`src/sv/clsq_pkg.sv`:
```
// Shared types and constants of the character LCD write sequencer.
// Holds the request and pulse word structs, function codes and LCD command bytes.
// No dependencies.
`timescale 1ns / 1ps
`default_nettype none

package clsq_pkg;

  localparam logic [2:0] FUNC_CMD   = 3'd0;
  localparam logic [2:0] FUNC_CHAR  = 3'd1;
  localparam logic [2:0] FUNC_POS   = 3'd2;
  localparam logic [2:0] FUNC_CLEAR = 3'd3;
  localparam logic [2:0] FUNC_INIT  = 3'd4;

  localparam logic REG_FOUR_BIT_MODE   = 1'b0;
  localparam logic REG_ENABLE_WIDTH_MS = 1'b1;

  localparam logic [7:0] LCD_RESET        = 8'h30;
  localparam logic [7:0] LCD_FUNC_8BIT    = 8'h38;
  localparam logic [7:0] LCD_FUNC_4BIT    = 8'h28;
  localparam logic [7:0] LCD_DISPLAY_ON   = 8'h0C;
  localparam logic [7:0] LCD_CLEAR        = 8'h01;
  localparam logic [7:0] LCD_ENTRY_MODE   = 8'h06;
  localparam logic [7:0] LCD_HOME         = 8'h02;
  localparam logic [7:0] LCD_SET_DDRAM    = 8'h80;
  localparam logic [7:0] LCD_ROW1_OFFSET  = 8'h40;

  localparam logic [5:0] POWER_UP_WAIT_MS = 6'd40;
  localparam logic [3:0] INIT_RESET_COUNT = 4'd3;

  typedef struct packed {
    logic [2:0] func;
    logic [7:0] value;
    logic       row;
  } req_t;

  typedef struct packed {
    logic       reg_select;
    logic [7:0] bus_value;
    logic [5:0] wait_before_ms;
    logic [2:0] wait_after_ms;
    logic       last_pulse;
  } pulse_t;

endpackage

`default_nettype wire

```
`src/sv/clsq_pulse_gen.sv`:
```
// Pulse generator: maps a held request and a pulse index to one enable pulse word.
// Depends on clsq_pkg.
`timescale 1ns / 1ps
`default_nettype none

module clsq_pulse_gen
  import clsq_pkg::*;
(
  input  var req_t       req,
  input  var logic       four_bit_mode,
  input  var logic [3:0] idx,
  output var pulse_t     pulse
);

  logic [7:0] byte_val;
  logic [2:0] byte_after;
  logic       rs;
  logic       half;
  logic       is_last_byte;
  logic [3:0] init_pos;
  logic [2:0] init_byte;

  assign init_pos  = idx - INIT_RESET_COUNT;
  assign init_byte = four_bit_mode ? init_pos[3:1] : init_pos[2:0];

  always_comb begin
    byte_val     = LCD_CLEAR;
    byte_after   = 3'd0;
    rs           = 1'b0;
    half         = idx[0];
    is_last_byte = 1'b1;
    case (req.func)
      FUNC_CMD: begin
        byte_val = req.value;
      end
      FUNC_CHAR: begin
        byte_val   = req.value;
        rs         = 1'b1;
        byte_after = 3'd1;
      end
      FUNC_POS: begin
        byte_val   = req.row ? ((LCD_ROW1_OFFSET + req.value) | LCD_SET_DDRAM)
                             : (req.value | LCD_SET_DDRAM);
        byte_after = 3'd1;
      end
      FUNC_CLEAR: begin
        byte_val   = LCD_CLEAR;
        byte_after = 3'd2;
      end
      FUNC_INIT: begin
        half         = init_pos[0];
        is_last_byte = (init_byte == 3'd5);
        case (init_byte)
          3'd0: begin
            byte_val   = four_bit_mode ? LCD_FUNC_4BIT : LCD_FUNC_8BIT;
            byte_after = 3'd1;
          end
          3'd1: begin
            byte_val   = four_bit_mode ? LCD_FUNC_4BIT : LCD_FUNC_8BIT;
            byte_after = four_bit_mode ? 3'd1 : 3'd0;
          end
          3'd2: begin
            byte_val   = LCD_DISPLAY_ON;
            byte_after = 3'd1;
          end
          3'd3: begin
            byte_val   = LCD_CLEAR;
            byte_after = 3'd2;
          end
          3'd4: begin
            byte_val   = LCD_ENTRY_MODE;
            byte_after = 3'd1;
          end
          default: begin
            byte_val   = LCD_HOME;
            byte_after = 3'd2;
          end
        endcase
      end
      default: begin
        byte_val = LCD_CLEAR;
      end
    endcase
  end

  always_comb begin
    pulse.reg_select     = rs;
    pulse.wait_before_ms = 6'd0;
    if (four_bit_mode) begin
      pulse.bus_value     = half ? {byte_val[3:0], 4'h0} : {byte_val[7:4], 4'h0};
      pulse.wait_after_ms = half ? byte_after : 3'd0;
      pulse.last_pulse    = half && is_last_byte;
    end else begin
      pulse.bus_value     = byte_val;
      pulse.wait_after_ms = byte_after;
      pulse.last_pulse    = is_last_byte;
    end
    // reset sequence ahead of the init bytes
    if (req.func == FUNC_INIT && idx < INIT_RESET_COUNT) begin
      pulse.bus_value      = LCD_RESET;
      pulse.wait_before_ms = (idx == 4'd0) ? POWER_UP_WAIT_MS : 6'd0;
      pulse.last_pulse     = 1'b0;
      if (four_bit_mode) begin
        pulse.wait_after_ms = 3'd2;
      end else begin
        pulse.wait_after_ms = (idx == 4'd0) ? 3'd5 : 3'd1;
      end
    end
  end

endmodule

`default_nettype wire

```
`src/sv/char_lcd_write_sequencer_core.sv`:
```
// Character LCD write sequencer: turns each request word into its run of enable pulse words
// (8-bit or 4-bit bus). Top level; depends on clsq_pkg and clsq_pulse_gen.
//
// One pulse word leaves per cycle while pulse_ready is high. A request occupies the
// request register until its last pulse is loaded: one pulse (8-bit) or two (4-bit) for
// command, character, position and clear; nine (8-bit) or fifteen (4-bit) for init. The
// next request is taken in the cycle that loads the previous request's last pulse into
// the output register, so requests follow back to back; a request with an unknown
// function is accepted and yields no pulse. The output register stalls the whole chain
// while it holds a word and pulse_ready is low. Write the configuration registers only
// while idle; enable_width_ms belongs to the external pulse timer and is not held here.
`timescale 1ns / 1ps
`default_nettype none

module char_lcd_write_sequencer_core
  import clsq_pkg::*;
(
  input  var logic       clk,
  input  var logic       rst,
  input  var logic       wr_en,
  input  var logic       wr_index,
  input  var logic [3:0] wr_data,
  input  var logic       cmd_valid,
  output var logic       cmd_ready,
  input  var req_t       cmd,
  output var logic       pulse_valid,
  input  var logic       pulse_ready,
  output var pulse_t     pulse
);

  logic       four_bit_mode;
  logic       cur_valid;
  req_t       cur;
  logic [3:0] idx;
  pulse_t     gen_pulse;
  logic       load;
  logic       cmd_take;
  logic       func_ok;

  clsq_pulse_gen u_gen (
    .req           (cur),
    .four_bit_mode (four_bit_mode),
    .idx           (idx),
    .pulse         (gen_pulse)
  );

  assign load      = !pulse_valid || pulse_ready;
  assign cmd_ready = !cur_valid || (load && gen_pulse.last_pulse);
  assign cmd_take  = cmd_valid && cmd_ready;
  assign func_ok   = (cmd.func <= FUNC_INIT);

  always_ff @(posedge clk) begin
    if (rst) begin
      four_bit_mode <= 1'b0;
    end else if (wr_en && wr_index == REG_FOUR_BIT_MODE) begin
      four_bit_mode <= wr_data[0];
    end
  end

  always_ff @(posedge clk) begin
    if (rst) begin
      cur_valid <= 1'b0;
      idx       <= 4'd0;
    end else if (cmd_take) begin
      cur_valid <= func_ok;
      idx       <= 4'd0;
    end else if (cur_valid && load) begin
      cur_valid <= !gen_pulse.last_pulse;
      idx       <= idx + 4'd1;
    end
  end

  always_ff @(posedge clk) begin
    if (cmd_take) begin
      cur <= cmd;
    end
  end

  always_ff @(posedge clk) begin
    if (rst) begin
      pulse_valid <= 1'b0;
    end else if (load) begin
      pulse_valid <= cur_valid;
    end
  end

  always_ff @(posedge clk) begin
    if (cur_valid && load) begin
      pulse <= gen_pulse;
    end
  end

  a_unknown_dropped: assert property (@(posedge clk) disable iff (rst)
    cmd_take && !func_ok |=> !cur_valid)
    else $error("unknown function request was held");

  a_start_index: assert property (@(posedge clk) disable iff (rst)
    cmd_take && func_ok |=> cur_valid && idx == 4'd0)
    else $error("request did not start at pulse zero");

  a_advance: assert property (@(posedge clk) disable iff (rst)
    cur_valid && load && !gen_pulse.last_pulse |=> cur_valid && idx == $past(idx) + 4'd1)
    else $error("pulse index did not advance");

  a_idx_range: assert property (@(posedge clk) disable iff (rst)
    cur_valid |-> idx <= 4'd14)
    else $error("pulse index beyond longest sequence");

  a_load_moves_out: assert property (@(posedge clk) disable iff (rst)
    cur_valid && load |=> pulse_valid)
    else $error("generated pulse not presented");

endmodule

`default_nettype wire

```
`config.mk`:
```
export PLATFORM = sky130hd
export DESIGN_NAME = char_lcd_write_sequencer_core
export DESIGN_NICKNAME = d
export VERILOG_FILES = /design/src/sv/clsq_pkg.sv /design/src/sv/clsq_pulse_gen.sv /design/src/sv/char_lcd_write_sequencer_core.sv
export SDC_FILE = /design/constraint.sdc
export NUM_CORES = 1
export LEC_CHECK = 0
export BUFFER_PORTS_ARGS = -buffer_cell sky130_fd_sc_hd__buf_4
export CORE_MARGIN = 4
export CORE_UTILIZATION = 45
export CTS_BUF_LIST = sky130_fd_sc_hd__clkbuf_4 sky130_fd_sc_hd__clkbuf_8
export DETAILED_ROUTE_END_ITERATION = 10
export PLACE_DENSITY = 0.68
export SLEW_MARGIN = 30
export SYNTH_ARGS = -nofsm -noshare
export SYNTH_HDL_FRONTEND = slang
export SYNTH_HIERARCHICAL = 1
export SYNTH_SLANG_ARGS = --single-unit
```
`constraint.sdc`:
```
create_clock -name clk -period 5.75 [get_ports clk]
set_input_delay 0 -clock clk [delete_from_list [all_inputs] [get_ports clk]]
set_output_delay 0 -clock clk [all_outputs]
set_load 0.01 [all_outputs]
```
Word level (Yosys, flattened, before mapping)
Cells that the tools add are included.
- bits in registers: 38
- output and inout port bits: 21
- bits of input ports: 22
- word-level logic and storage cells: 68
- equality and inequality tests: 9
- bitwise logic cells: 1
- reductions and logical operators: 20
- magnitude comparators: 2
- add/subtract/negate cells: 3
- muxes and demuxes: 21
- operator list (kind ; count):
    case mux 8 bit (4 select lines) ; 1
    case mux 8 bit (3 select lines) ; 1
    2-to-1 mux 8 bit ; 2
    == test 3 x 2 -> 1 bit (second input constant) ; 4
    2-to-1 mux 3 bit ; 4
    == test 3 bit (second input constant) ; 3
    case mux 3 bit (3 select lines) ; 1
    2-to-1 mux 4 bit ; 2
    OR reduction 2 bit ; 4
    adder 7 bit (first input constant) ; 1
    2-to-1 mux 7 bit ; 1
    == test 3 x 1 -> 1 bit (second input constant) ; 2
    logical AND 1 bit ; 6
    zero test 3 bit ; 2
    2-to-1 mux 1 bit ; 6
    2-to-1 mux 6 bit ; 1
    case mux 3 bit (2 select lines) ; 1
    2-to-1 mux 5 bit ; 1
    adder 4 x 1 -> 4 bit (second input constant) ; 1
    zero test 4 bit ; 1
    less-than comparator 4 x 2 -> 1 bit (second input constant) ; 1
    subtractor 4 x 2 -> 4 bit (second input constant) ; 1
    <= comparator 3 bit (second input constant) ; 1
    zero test 1 bit ; 3
    other kinds (4) ; 5

Depth between registers and ports, before layout
- word-level depth: 13
- depth in mapped cells: 10
- depth with buffers taken out: 8

Cells and area by module
The synthesis kept the hierarchy.
- by module, submodules not included (module ; instances ; area an instance (um2) ; cells an instance ; sequential area each (um2)):
    char_lcd_write_sequencer_core ; 1 ; 1275.0 ; 66 ; 1071.0
    clsq_pulse_gen ; 1 ; 757.0 ; 107 ; 0.0

Worst setup path before layout
OpenSTA, ideal clock, no wires.
- kind: reg-to-reg
- start point: reg idx[0]
- end point: reg cur[0] (netlist name), enable pin
- buffers on the path: 2
- period minus slack after synthesis: 2636 ps
- library setup time: 355 ps
- path slack: 3114 ps
- required time: 5395 ps
- cell stages (with the launch flop): 11
- arrival time: 2281 ps
- cells stage by stage: dfxtp_1 > buf_4 > inv_2 > ha_1 > buf_2 > nand2_1 > o22a_1 > o21a_1 > a21oi_1 > a21o_1 > and2_1
- RTL lines (element ; line ; text):
    start, declared ; char_lcd_write_sequencer_core.sv:34 ; logic [3:0] idx;
    start signal, assigned ; char_lcd_write_sequencer_core.sv:69 ; idx <= idx + 4'd1;
    end signal, assigned ; char_lcd_write_sequencer_core.sv:75 ; cur <= cmd;
    end, declared ; char_lcd_write_sequencer_core.sv:33 ; req_t cur;

==> results by group <==
Timing
  • RSZ-0062 raised after global routing: no
  • Fin Setup TNS: 0 ns
  • Worst-margin pin slew: 0.792 ns
  • Worst Skew: 0.00773 ns
  • Shortest period the worst path allows: 3.19 ns
  • Slew Limit Fails: 0
  • Final Cycle Share: 55.4%
  • Setup-failing EPs final: 0
  • Slew headroom: 47.1%
  • Fmax: 314 MHz
  • Final setup margin: 2.56 ns
  • Final Hold Fails: 0

Placement
  • DP Worst Slack: 2.60 ns
  • HPWL after DPL: 2790 µm
  • Final GP Congestion: 0.823
  • Placed instance area: 0.00228 mm²
  • Port Buf Inserts: 39

Logic synthesis
  • Mapped Cells: 173
  • Synth Warn #: 6
  • Synth top area share: 45.8%
  • Sequential area share after synthesis: 52.7%
  • Top FF cell, synth: edfxtp_1
  • Synth area leader: edfxtp_1
  • Synth Register Bits: 38
  • Synth top area cells: edfxtp_1 46%, dfxtp_1 6.9%, a21oi_1 3.2%
  • Unique masters post-synth: 57
  • Mapped Avg Cell Area: 11.7 µm²
  • Ys async rst share: 0%
  • Post-Synthesis Cell Area: 0.00203 mm²
  • Post-synth EDFFs: 31

GRT
  • Global-route wire length before repair: 6560 µm
  • Overall global routing resource usage: 15.8%
  • Vias in the first global route: 1403
  • Initial antenna violation count: 0
  • Pin count of the biggest net entering global routing: 21
  • Gr ovfl total: 0

Clock tree
  • CTS root buf: clkbuf_8
  • CTS tree: done
  • Longest Clk Path Bufs: 2
  • CTS sink cnt: 38
  • Clk slew on worst S/H paths: 0.08 ns
  • Clk_lat worst skew: 0.29 ns
  • Num CTS Buffers: 5
  • CTS-repair resized insts: 0
  • H-Tree Depth: 2

Critical path
  • Critical-path maximum fanout: 16
  • CP max-delay cell: dfxtp_1
  • Critical path class: flop to flop
  • CP required: 5.68 ns
  • CP arrival: 3.12 ns
  • Critical-path cell list: ha_1 > or3_4 > nand2_1 > o22a_1 > o21a_1 > a21oi_1 > a21o_1 > and2_1
  • Startpoint types: flop
  • Crit path capture type: flop
  • Max stage delay on crit path: 0.72 ns

Cells and area
  • Number of diodes: 0
  • Fin nets: 248
  • Most common cell after layout, fill and taps aside: buf_4
  • Area grow syn2layout: 24.6%
  • Design area: 0.00253 mm²
  • Fillcell total: 352
  • Most frequent cells in the layout: 39 x buf_4, 31 x edfxtp_1, 16 x dlygate4sd3_1
  • Layout cells sized above 1: 28.1%
  • Post-Route Utilization: 58.2%

Routing
  • DRC: 0
  • Post-DRT Antenna Nets: 0
  • Vias: 1495
  • DRT iter0 DRCs: 82
  • Drt first pass iters: 4
  • Via density: 5.42
  • Mean routed wirelength per cell: 15.1 µm
  • Post-Route WL: 4160 µm

Floorplan
  • I/O pin count: 43
  • Die Y: 75.2 µm
  • Initial Util: 46.7%
  • # rows: 24
  • Die width: 75.2 µm
  • Die footprint: 0.00565 mm²
  • Core Box Area: 0.00435 mm²

Run status
  • Run status: completed

Pwr
  • Tot Pwr: 573 µW
  • Pleak: 0.000923 µW
  • Max IR drop VDD: 0.190 mV
  • Pwr Density: 226 mW/mm²

Job
  • Max cap viols: 0

Hold path
  • Hold Path Class: input pin to flop
[power by group]
part | switching, µW | total (µW) | internal, µW
clock | 93.5 | 176 | 82.9
sequential | 10.7 | 324 | 314
combinational | 34.9 | 72.6 | 37.6
[timing repair]
item                      in CTS  in global routing
hold endpoints to repair      19                  0
hold buffers                  16                  0
buffers inserted               0                  0
[state kept, by name, indices dropped and copies added (netlist names)]
| register | flops |
|---|---|
| pulse | 19 |
| cur | 12 |
| idx | 4 |
| cur_valid | 1 |
| four_bit_mode | 1 |
| pulse_valid | 1 |
[cells by family after synthesis]
kind of cell / synth area share (%)
xor gates and xnor gates: 4.37
buffers and inverters: 6.90
other: 0.185
muxes: 1.60
AOI/OAI and AO/OA: 16.3
adders and majority gates: 1.85
DFF: 52.7
and+or+nand+nor: 16.1
[layout make-up]
| cell class | count | area, µm² | share of cell area, % |
|---|---|---|---|
| Sequential cell | 38 | 1070 | 42.3 |
| Timing Repair Buffer | 55 | 453 | 17.9 |
| Tap cell | 52 | 65.1 | 2.57 |
| Clock buffer | 5 | 68.8 | 2.72 |
| Multi-Input combinational cell | 118 | 840 | 33.2 |
| Inverter | 5 | 18.8 | 0.741 |
| Clock inverter | 3 | 16.3 | 0.642 |
[Yosys cell counts, types with 2 or more instances]
master,number
a21oi_1,13
a221oi_1,2
a221oi_2,2
and2_1,2
buf_2,3
buf_4,8
buf_6,2
dfxtp_1,7
edfxtp_1,31
ha_1,3
inv_1,3
inv_2,2
nand2_1,13
nand2b_1,2
nand3_1,9
nand3b_1,2
nor2_1,5
nor2b_1,3
nor3_1,4
o21a_1,2
o21ai_0,7
o21ai_1,4
o22ai_1,2
o31ai_1,4
xnor2_1,3
xor2_1,4
[critical path: cells and delay by family (launching register included)]
kind	cells	cell delay, ns
AO/OA/AOI/OAI	4	0.90
AND/OR/NAND/NOR	3	0.76
adder cells (fa/ha/maj)	1	0.44
flip-flops	1	0.72
[metrics by stage]
stage / hold WS, ns / std cells
finish: 0.0602 / 276
global route: 0.0777 / 276
CTS: 0.0531 / 276
detailed placement: 0.180 / 252
global placement: 0.179 / 252
floorplan: 0.0662 / 176
[worst paths after layout]
check                                       startpoint                         end  slack (ns)  cells past startpoint
worst max-delay path               idx[0]$_SDFFE_PP0P_            cur[4]$_DFFE_PP_        2.56                      8
worst min-delay path                          wr_index  four_bit_mode$_SDFFE_PP0P_        0.06                      4
worst max register to register     idx[0]$_SDFFE_PP0P_            cur[4]$_DFFE_PP_        2.56                      8
worst min register to register  cur_valid$_SDFFE_PP0P_         idx[1]$_SDFFE_PP0P_        0.49                      2
[layer usage]
| metal | track usage (%) | up-vias | routed length, µm |
|---|---|---|---|
| met4 | 7.77 | 0 | 67 |
| met2 | 27.5 | 46 | 2150 |
| li1 | - | 739 | - |
| met3 | 3.34 | 6 | 226 |
| met1 | 18.4 | 704 | 1710 |
| met5 | 0 | - | 0 |
(Power assumes the default switching activity.)
